`src/rtl/histogram_stretch_8bit_defines.svh`:
```
// assertion macros for the histogram stretch block
// used by hs8_unit and histogram_stretch_8bit; expects i_clk and i_rst_n in scope
`ifndef HISTOGRAM_STRETCH_8BIT_DEFINES_SVH
`define HISTOGRAM_STRETCH_8BIT_DEFINES_SVH

`ifndef SYNTHESIS

// checked only out of reset
`define HS8_ASSERT(label, prop, msg) \
    label: assert property (@(posedge i_clk) disable iff (!i_rst_n) prop) else $error(msg);

// checked on every edge, reset included
`define HS8_ASSERT_ALWAYS(label, prop, msg) \
    label: assert property (@(posedge i_clk) prop) else $error(msg);

`else

`define HS8_ASSERT(label, prop, msg)
`define HS8_ASSERT_ALWAYS(label, prop, msg)

`endif

`endif

```
`src/rtl/hs8_pkg.sv`:
```
// types, codes and constants shared by the histogram stretch block
// no dependencies
package hs8_pkg;

    localparam logic [7:0] FULL_SCALE = 8'd255;
    localparam int         STEPS      = 8;
    localparam int         CNT_W      = $clog2(STEPS);

    // pixel kinds
    localparam logic KIND_GATHER  = 1'b0;
    localparam logic KIND_STRETCH = 1'b1;

    // shared unit operations
    localparam logic OP_DIV = 1'b0;
    localparam logic OP_MUL = 1'b1;

    typedef struct packed {
        logic       kind;
        logic [7:0] pixel;
        logic       last;
    } t_in;

    typedef struct packed {
        logic [7:0] stretched;
        logic       last_out;
        logic       flat_frame;
    } t_out;

    typedef struct packed {
        logic       start;
        logic       op;
        logic [7:0] a;
        logic [7:0] b;
    } t_unit_cmd;

    typedef struct packed {
        logic       done;
        logic [7:0] result;
    } t_unit_rsp;

endpackage

```
`src/rtl/histogram_stretch_8bit.sv`:
```
// two-pass 8-bit contrast stretch: gather min/max, then stretch each pixel
// depends on hs8_pkg, hs8_unit and histogram_stretch_8bit_defines.svh
//
// input channel i_in_valid/o_in_ready carries one pixel word (kind, pixel, last).
// a gather word updates the running min and max and gives no result.
// the gather word marked last also works out gain = 255/(max-min) on the shared
// add/subtract unit, one quotient bit a cycle, with o_in_ready low until it ends.
// a flat frame (max equal to min) gives gain 0 and sets the flat flag at once.
// a stretch word runs (pixel-min)*gain on the same unit, one multiplier bit a
// cycle; o_out_valid rises together with o_in_ready as the product enters the
// output register, and the next word can be taken as soon as o_in_ready is high.
// sustained rate: one gather word per cycle; a stretch word or closing gather
// word holds off the next word until the 8 iterations of the shared unit end.
// output channel o_out_valid/i_out_ready holds one result word in a register; a
// stalled receiver holds it there, and a finished product waits in the block
// until the register frees up, with o_in_ready low meanwhile.
// synchronous reset gives min 255, max 0, gain 0, no flat flag, no open frame,
// and an empty output register.
`include "histogram_stretch_8bit_defines.svh"

module histogram_stretch_8bit
    import hs8_pkg::*;
(
    input  logic i_clk,
    input  logic i_rst_n,
    input  logic i_in_valid,
    output logic o_in_ready,
    input  t_in  i_in,
    output logic o_out_valid,
    input  logic i_out_ready,
    output t_out o_out
);

    localparam logic [1:0] S_IDLE = 2'd0;
    localparam logic [1:0] S_DIV  = 2'd1;
    localparam logic [1:0] S_MUL  = 2'd2;
    localparam logic [1:0] S_HOLD = 2'd3;

    logic [1:0] r_state, n_state;
    logic [7:0] r_min, n_min;
    logic [7:0] r_max, n_max;
    logic [7:0] r_gain, n_gain;
    logic       r_open, n_open;
    logic       r_flat, n_flat;
    logic       r_last, n_last;
    logic [7:0] r_res, n_res;
    logic       r_out_valid, n_out_valid;
    t_out       r_out, n_out;

    logic       w_in_acc;
    logic       w_out_free;
    logic [7:0] w_base_min;
    logic [7:0] w_base_max;
    logic [7:0] w_new_min;
    logic [7:0] w_new_max;
    logic [7:0] w_diff;

    t_unit_cmd w_cmd;
    t_unit_rsp w_rsp;

    assign o_in_ready  = (r_state == S_IDLE);
    assign w_in_acc    = i_in_valid && o_in_ready;
    assign w_out_free  = !r_out_valid || i_out_ready;
    assign o_out_valid = r_out_valid;
    assign o_out       = r_out;

    // a gather word with no frame open restarts the statistics
    assign w_base_min = r_open ? r_min : FULL_SCALE;
    assign w_base_max = r_open ? r_max : 8'd0;
    assign w_new_min  = (i_in.pixel < w_base_min) ? i_in.pixel : w_base_min;
    assign w_new_max  = (i_in.pixel > w_base_max) ? i_in.pixel : w_base_max;
    assign w_diff     = (i_in.pixel > r_min) ? (i_in.pixel - r_min) : 8'd0;

    always_comb begin
        w_cmd.start = 1'b0;
        if (w_in_acc) begin
            if (i_in.kind == KIND_STRETCH) begin
                w_cmd.start = 1'b1;
            end else begin
                w_cmd.start = i_in.last && (w_new_max > w_new_min);
            end
        end
        if (i_in.kind == KIND_STRETCH) begin
            w_cmd.op = OP_MUL;
            w_cmd.a  = w_diff;
            w_cmd.b  = r_gain;
        end else begin
            w_cmd.op = OP_DIV;
            w_cmd.a  = w_new_max - w_new_min;
            w_cmd.b  = 8'd0;
        end
    end

    hs8_unit u_unit (
        .i_clk   (i_clk),
        .i_rst_n (i_rst_n),
        .i_cmd   (w_cmd),
        .o_rsp   (w_rsp)
    );

    always_comb begin
        n_state     = r_state;
        n_min       = r_min;
        n_max       = r_max;
        n_gain      = r_gain;
        n_open      = r_open;
        n_flat      = r_flat;
        n_last      = r_last;
        n_res       = r_res;
        n_out_valid = r_out_valid && !i_out_ready;
        n_out       = r_out;
        case (r_state)
            S_IDLE: begin
                if (w_in_acc) begin
                    if (i_in.kind == KIND_GATHER) begin
                        n_min = w_new_min;
                        n_max = w_new_max;
                        if (i_in.last) begin
                            n_open = 1'b0;
                            if (w_new_max > w_new_min) begin
                                n_state = S_DIV;
                            end else begin
                                n_gain = 8'd0;
                                n_flat = 1'b1;
                            end
                        end else begin
                            n_open = 1'b1;
                        end
                    end else begin
                        n_last  = i_in.last;
                        n_state = S_MUL;
                    end
                end
            end
            S_DIV: begin
                if (w_rsp.done) begin
                    n_gain  = w_rsp.result;
                    n_flat  = 1'b0;
                    n_state = S_IDLE;
                end
            end
            S_MUL: begin
                if (w_rsp.done) begin
                    if (w_out_free) begin
                        n_out_valid = 1'b1;
                        n_out       = '{stretched: w_rsp.result, last_out: r_last,
                                        flat_frame: r_flat};
                        n_state     = S_IDLE;
                    end else begin
                        n_res   = w_rsp.result;
                        n_state = S_HOLD;
                    end
                end
            end
            S_HOLD: begin
                if (w_out_free) begin
                    n_out_valid = 1'b1;
                    n_out       = '{stretched: r_res, last_out: r_last, flat_frame: r_flat};
                    n_state     = S_IDLE;
                end
            end
            default: begin
                n_state = S_IDLE;
            end
        endcase
    end

    always_ff @(posedge i_clk) begin
        if (!i_rst_n) begin
            r_state     <= S_IDLE;
            r_min       <= FULL_SCALE;
            r_max       <= 8'd0;
            r_gain      <= 8'd0;
            r_open      <= 1'b0;
            r_flat      <= 1'b0;
            r_out_valid <= 1'b0;
        end else begin
            r_state     <= n_state;
            r_min       <= n_min;
            r_max       <= n_max;
            r_gain      <= n_gain;
            r_open      <= n_open;
            r_flat      <= n_flat;
            r_out_valid <= n_out_valid;
        end
    end

    always_ff @(posedge i_clk) begin
        r_last <= n_last;
        r_res  <= n_res;
        r_out  <= n_out;
    end

    `HS8_ASSERT(a_done_when_waiting,
        w_rsp.done |-> (r_state == S_DIV || r_state == S_MUL),
        "unit result with nobody waiting")
    `HS8_ASSERT(a_stretch_runs,
        (w_in_acc && i_in.kind == KIND_STRETCH) |=> (r_state == S_MUL),
        "stretch word not sent to unit")
    `HS8_ASSERT(a_flat_gain, r_flat |-> (r_gain == 8'd0), "flat frame with non-zero gain")
    `HS8_ASSERT(a_open_order, r_open |-> (r_min <= r_max), "open frame with min above max")
    `HS8_ASSERT_ALWAYS(a_reset_empty, !i_rst_n |=> !o_out_valid,
        "output word valid after reset")

endmodule

```
`src/rtl/hs8_unit.sv`:
```
// shared add/subtract unit: restoring divide of full scale by a, or shift-add a*b
// depends on hs8_pkg and histogram_stretch_8bit_defines.svh
`include "histogram_stretch_8bit_defines.svh"

module hs8_unit
    import hs8_pkg::*;
(
    input  logic      i_clk,
    input  logic      i_rst_n,
    input  t_unit_cmd i_cmd,
    output t_unit_rsp o_rsp
);

    logic             r_busy;
    logic             r_done;
    logic             r_op;
    logic [CNT_W-1:0] r_cnt;
    logic [7:0]       r_a;
    logic [7:0]       r_b;
    logic [15:0]      r_acc;
    logic [7:0]       r_rem;
    logic [7:0]       r_q;

    logic [15:0] w_x;
    logic [15:0] w_y;
    logic        w_cin;
    logic [16:0] w_sum;
    logic [8:0]  w_rs;

    // dividend is all ones, so every step shifts in a one
    assign w_rs = {r_rem, 1'b1};

    always_comb begin
        if (r_op == OP_DIV) begin
            w_x   = {7'd0, w_rs};
            w_y   = ~{8'd0, r_a};
            w_cin = 1'b1;
        end else begin
            w_x   = {r_acc[14:0], 1'b0};
            w_y   = r_b[7] ? {8'd0, r_a} : 16'd0;
            w_cin = 1'b0;
        end
    end

    assign w_sum = {1'b0, w_x} + {1'b0, w_y} + {16'd0, w_cin};

    always_ff @(posedge i_clk) begin
        if (!i_rst_n) begin
            r_busy <= 1'b0;
            r_done <= 1'b0;
            r_cnt  <= '0;
        end else begin
            r_done <= 1'b0;
            if (i_cmd.start) begin
                r_busy <= 1'b1;
                r_cnt  <= '0;
            end else if (r_busy) begin
                r_cnt <= r_cnt + 1'b1;
                if (r_cnt == CNT_W'(STEPS - 1)) begin
                    r_busy <= 1'b0;
                    r_done <= 1'b1;
                end
            end
        end
    end

    always_ff @(posedge i_clk) begin
        if (i_cmd.start) begin
            r_op  <= i_cmd.op;
            r_a   <= i_cmd.a;
            r_b   <= i_cmd.b;
            r_acc <= '0;
            r_rem <= '0;
            r_q   <= '0;
        end else if (r_busy) begin
            if (r_op == OP_DIV) begin
                // carry out means no borrow: the divisor fits
                if (w_sum[16]) begin
                    r_rem <= w_sum[7:0];
                    r_q   <= {r_q[6:0], 1'b1};
                end else begin
                    r_rem <= w_rs[7:0];
                    r_q   <= {r_q[6:0], 1'b0};
                end
            end else begin
                r_acc <= w_sum[15:0];
                r_b   <= {r_b[6:0], 1'b0};
            end
        end
    end

    always_comb begin
        o_rsp.done = r_done;
        if (r_op == OP_DIV) begin
            o_rsp.result = r_q;
        end else begin
            o_rsp.result = (r_acc[15:8] != 8'd0) ? FULL_SCALE : r_acc[7:0];
        end
    end

    `HS8_ASSERT(a_start_idle, i_cmd.start |-> !r_busy, "unit started while busy")
    `HS8_ASSERT(a_done_after_busy, r_done |-> (!r_busy && $past(r_busy)), "done without a run")
    `HS8_ASSERT(a_quot_nonzero, (r_done && r_op == OP_DIV) |-> (r_q != 8'd0), "zero gain from divide")

endmodule
```
`config.mk`:
```
export PLATFORM = sky130hd
export DESIGN_NAME = histogram_stretch_8bit
export DESIGN_NICKNAME = d
export VERILOG_FILES = /design/src/rtl/hs8_pkg.sv /design/src/rtl/histogram_stretch_8bit.sv /design/src/rtl/hs8_unit.sv
export VERILOG_INCLUDE_DIRS = /design/src /design/src/rtl
export SDC_FILE = /design/constraint.sdc
export NUM_CORES = 1
export LEC_CHECK = 0
export ABC_AREA = 1
export BUFFER_PORTS_ARGS = -buffer_cell sky130_fd_sc_hd__buf_2
export CAP_MARGIN = 20
export CORE_MARGIN = 2
export CORE_UTILIZATION = 30
export CTS_CLUSTER_DIAMETER = 60
export DETAILED_ROUTE_END_ITERATION = 12
export GPL_TIMING_DRIVEN = 0
export SYNTH_ARGS = -nofsm -noshare
export SYNTH_HDL_FRONTEND = slang
export SYNTH_SLANG_ARGS = --single-unit
```
`constraint.sdc`:
```
create_clock -name i_clk -period 4.75 [get_ports i_clk]
set_input_delay 0.95 -clock i_clk [delete_from_list [all_inputs] [get_ports i_clk]]
set_output_delay 0.95 -clock i_clk [all_outputs]
set_load 0.1 [all_outputs]
```
# Word-level counts from Yosys, hierarchy flattened
# Cells that the tools add are included.
# totals
word_cells	125
out_inout_bits	12
reg_bits	102
inputBits	14
# classes
n_mux	52
magnitude_cmp	4
bitwise_logic	6
reduce_logical	23
eq_ne	14
addsub	5
# ops
operator	count
8-bit two-way mux	17
16-bit two-way mux	2
10-bit two-way mux	3
8-bit greater-than comparator	3
10-bit one-hot mux with 2 select lines	1
16-bit by 16-bit adder with 17-bit output	1
17-bit by 1-bit adder with 17-bit output	1
17-bit two-way mux	1
1-bit two-way mux	16
2-bit two-way mux	8
8-bit inverter with 16-bit output	1
8-bit one-hot mux with 2 select lines	1
8-bit subtractor	2
6-bit AND reduction	2
3-bit AND reduction	3
8-bit < comparator	1
2-bit by 1-bit inequality test with 1-bit output (second input constant)	4
2-bit inequality test (second input constant)	4
2-bit one-hot mux with 4 select lines	1
2-bit nonzero test	4
8-bit nonzero test	1
3-bit by 1-bit inequality test with 1-bit output (second input constant)	2
2-bit AND reduction	3
1-bit inverter	5
other kinds (12)	17

# Depth between registers and ports, before layout
# logic_depth
ltp_word	9
mapped_depth	28
ltp_nobuf	27

# By module
# A second synthesis with hierarchy kept.
# unflattened
cells_unflattened	916
hier_area_um2	6527.5
# by_module_without_submodules
mod	cells_per_inst	n_inst	seq_area_each_um2	area_per_inst_um2
histogram_stretch_8bit	506	1	1151.1	3525.9
hs8_unit	410	1	1251.2	3001.6

# Worst setup path before layout
# OpenSTA, ideal clock, no wires.
# synth_path
path_kind	input -> register
from	in i_in[8] in the netlist's numbering
to	reg u_unit.r_b[0] (enable)
setup_time_ps	301
stages	17
setup_slack_ps	944
n_path_buf	1
t_arrival_ps	3504
required_time_ps	4449
path_cell_list	ha_1 a21o_1 nor2_1 nand2_2 nand2_4 clkbuf_1 nor2_1 a21oi_1 ha_1 a21oi_1 nor2_1 a211oi_1 nand2_4 nand3_2 nand2_1 nand2_4 nand2_1
# synth_between
elab_chain_len	8
elab_cells_between_ends	11
classes_between	3 x order compare; 4 x mux; 4 x reduce/logical
# synth_lines
item	line_no	text
start: declaration	histogram_stretch_8bit.sv:28	input t_in i_in,
8-bit greater-than comparator *	histogram_stretch_8bit.sv:71	assign w_new_max = (i_in.pixel > w_base_max) ? i_in.pixel : w_base_max;
8-bit two-way mux *	histogram_stretch_8bit.sv:71	
named net w_new_max[5]	histogram_stretch_8bit.sv:55	logic [7:0] w_new_max;
8-bit greater-than comparator *	histogram_stretch_8bit.sv:80	w_cmd.start = i_in.last && (w_new_max > w_new_min);
1-bit logical AND *	histogram_stretch_8bit.sv:80	
1-bit two-way mux *	histogram_stretch_8bit.sv:77	if (i_in.kind == KIND_STRETCH) begin
1-bit two-way mux *	histogram_stretch_8bit.sv:76	if (w_in_acc) begin
2-bit nonzero test (no line)	-	
2-bit AND reduction (no line) *	-	
end signal: assignment	hs8_unit.sv:71	r_b <= i_cmd.b;
end signal: assignment	hs8_unit.sv:87	r_b <= {r_b[6:0], 1'b0};
end: declaration	hs8_unit.sv:19	logic [7:0] r_b;
# Mark *: on every way through the listed nets, which the timed path passes. The rest lies on a longest branch.
# A chain may end at the register's enable or synchronous reset.

# Worst setup path after layout
# layout_path
from	in i_in[8] in the netlist's numbering
to	reg u_unit.r_b[2] (enable)
# The elaborated chain is that of the path after synthesis.

==> impl_metrics.toml <==
[floorplan]
die_area_mm2 = 0.0217
die_width_um = 147
ios = 26
core_area_mm2 = 0.0202
fp-row-count = 52
die_h_um = 147
initial_core_util = 0.305

[critical_path]
cp.arrival_ns = 4.29
path_max_fanout = 10
crit_path_start_kind = "primary input"
timing.rr.start = "r_open"
reg2reg_to = "u_unit.r_b[2]"
r2r_slack_ns = 0.53
cpPeakStageDelay_ns = 0.35
r2r_cells = 19
end_kind = "register"
slowest_stage = "a211oi_1"
path_cells = "buf_2 -> ha_1 -> a21o_1 -> nor2_1 -> nand2_2 -> nand2_4 -> clkbuf_1 -> nor2_1 -> a21oi_1 -> ha_1 -> a21oi_1 -> nor2_1 -> a211oi_1 -> nand2_4 -> nand3_2 -> nand2_1 -> nand2_4 -> nand2_1"
worst_ep_required_time_ns = 4.77
critPathKind = "primary input to register"

[timing]
worst_slew_margin_rel = 0.468
finalHoldViolations = 0
tightest_slew_ns = 0.795
layout_setup_ws_ns = 0.478
fin_skew_ns = 0.0159
clock.fmax_mhz = 234
drv_slew = 0
grt_setup_unrepaired = "no"
final-setup-viol-count = 0
hold_ws_ns = 0.423
fin_tns_setup_ns = 0
fin_crit_sh = 0.899
fin_crit_ns = 4.27

[min_path]
whs_path_depth = 0
min_from = "r_last"
min_to = "o_out[1]"
hold_class = "register to register"

[layout]
largest_reg_flops = 16
fin_nets = 887
stdcell_count = 1105
regMostFlops = "u_unit.r_acc"
drive_above_1_share = 0.132
stdcell_area_mm2 = 0.00693
antennaDiodeCount = 0
final_cell_mix = "nand2_1 (187), nor2_1 (84), inv_1 (83), a21oi_1 (74), dfxtp_1 (66)"
area_growth_pct = 12.4
layout_commonest_cell = "nand2_1"

[power]
cellPowerDensity_mw_per_mm2 = 500
ir_drop_uv = 230
p_leak_nw = 3.03

[logic_synthesis]
synth_nets = 851
yosysUniqueCellTypes = 48
synth_edf_count = 36
synth-main-ff-cell = "dfxtp_1"
syn_avg_cell_area_um2 = 7.76
synth-async-reset-ratio = 0
synth-seq-cells = 102
ys_seq_area_frac = 0.390
synth_cells = 794
netlist_area_mm2 = 0.00616
yosysWarnings = 0

[global_route]
antenna_found_initial = 0
grt_pass1_wl_um = 24000
grt_pass1_vias = 5026
grt_max_degree = 19
grtUsageTotal = 0.136
grt-ovfl-total = 0

[drt]
drtIter0Drc = 251
ant_nets = 0
wl_per_cell_um = 12.7
drcViolationCount = 0
firstDrtPassIters = 4
vias = 5095
via_per_inst = 4.61
drt_wl_total_um = 14000

[clocking]
cts_hold_buffers = 0
insertion_delay_ns = 0.35
clk_pin_slew_ns = 0.07
numClockSinks = 102
htree_levels = 3
cts_root_buf = "clkbuf_16"
cts_resized = 0
cts_tree = "built"
cts_buffers = 9
post_cts_buffers = 0
clockBufferDepth = 2

[placed_design]
placed_area_mm2 = 0.00662
preCtsSetupSlack_ns = 0.128
portBuffers = 25
place_inst = 1089
place_hpwl_um = 10900
place.gp.congestion = 0.867

[run_status]
status = "completed"

[job]
maxCapViolCount = 0
critical path, delay by kind of cell:
kind                     cells  cell delay, ns
AO/OA/AOI/OAI                4            0.95
AND/OR/NAND/NOR             10            1.29
buffers and inverters        2            0.47
adder cells (fa/ha/maj)      2            0.63
routing by layer:
metal  global-route usage  share of wire  vias up
li1                     -              -     2682
met1                0.175           0.49     2337
met2                0.236           0.47       71
met3               0.0298          0.031        5
met4               0.0226         0.0044        0
met5                    0              0        -
per-stage QoR:
step | util | power [mW]
after floorplan | - | 2.40
after global placement | 0.328 | 2.72
after detailed placement | 0.328 | 2.74
after CTS | 0.343 | 3.49
after global routing | 0.343 | 3.75
final | 0.343 | 3.46
synth_stat cells (2+ instances only):
cell      number  share of area
nor3_1         8         0.0065
nand4_4        2         0.0069
o21ai_1        3         0.0024
xor2_1        13          0.018
o21a_1         2         0.0024
a21oi_2       12          0.017
buf_2          5         0.0041
o21bai_1       6         0.0073
inv_2          3         0.0018
a21oi_1       74          0.060
nand2_4        5         0.0091
fa_1           3         0.0098
o211ai_1       4         0.0049
o22ai_1        6         0.0061
nand3_2        4         0.0065
inv_1         83          0.051
o21ai_0       45          0.037
nor4_2         2         0.0041
nor2_1        84          0.051
nand2_1      187           0.11
nand4_1        6         0.0061
nor2_2        19          0.019
nand3_1       16          0.013
nand2_2        7         0.0071
buf_8          3         0.0073
edfxtp_1      36           0.18
nor2_4         3         0.0055
ha_1          40          0.081
clkbuf_1      12         0.0073
dfxtp_1       66           0.21
buf_1          3         0.0018
xnor2_1        9          0.013
mux2i_1        2         0.0033
a22oi_1        5         0.0061
or2_2          2         0.0020
a211oi_1       2         0.0024
area by class of cell:
cell class	instances	area, µm²
Fill cell	2199	13200
Inverter	88	332
Buffer	23	126
Multi-Input combinational cell	581	3300
Sequential cell	102	2400
Tap cell	270	338
Clock buffer	11	254
Timing Repair Buffer	25	125
Clock inverter	5	48.8
kinds of logic after synthesis:
logic type | synth area share
multiplexers | 0.00325
buffers and inverters | 0.0743
XOR/XNOR | 0.0313
flip-flops | 0.390
AO/OA/AOI/OAI | 0.154
adder cells (fa/ha/maj) | 0.0910
AND/OR/NAND/NOR | 0.256
where the power goes:
group          switching [mW]  internal, mW  total (mW)
Sequential             0.0977          1.14        1.24
Combinational           0.988         0.488        1.48
Clock                   0.348         0.398       0.746
worst max path at each step:
stage	startpoint	end	slack, ns	depth (start not counted)
after global placement	i_in[8]	u_unit.r_b[1]	0.13	19
after floorplan	i_in[8]	u_unit.r_b[0]	0.94	17
after CTS	i_in[8]	u_unit.r_b[0]	0.49	18
final	i_in[8]	u_unit.r_b[2]	0.48	18
after detailed placement	i_in[8]	u_unit.r_b[2]	0.13	18
after global routing	r_open	u_unit.r_b[6]	0.10	22
Power figures use the tool's default switching activity.
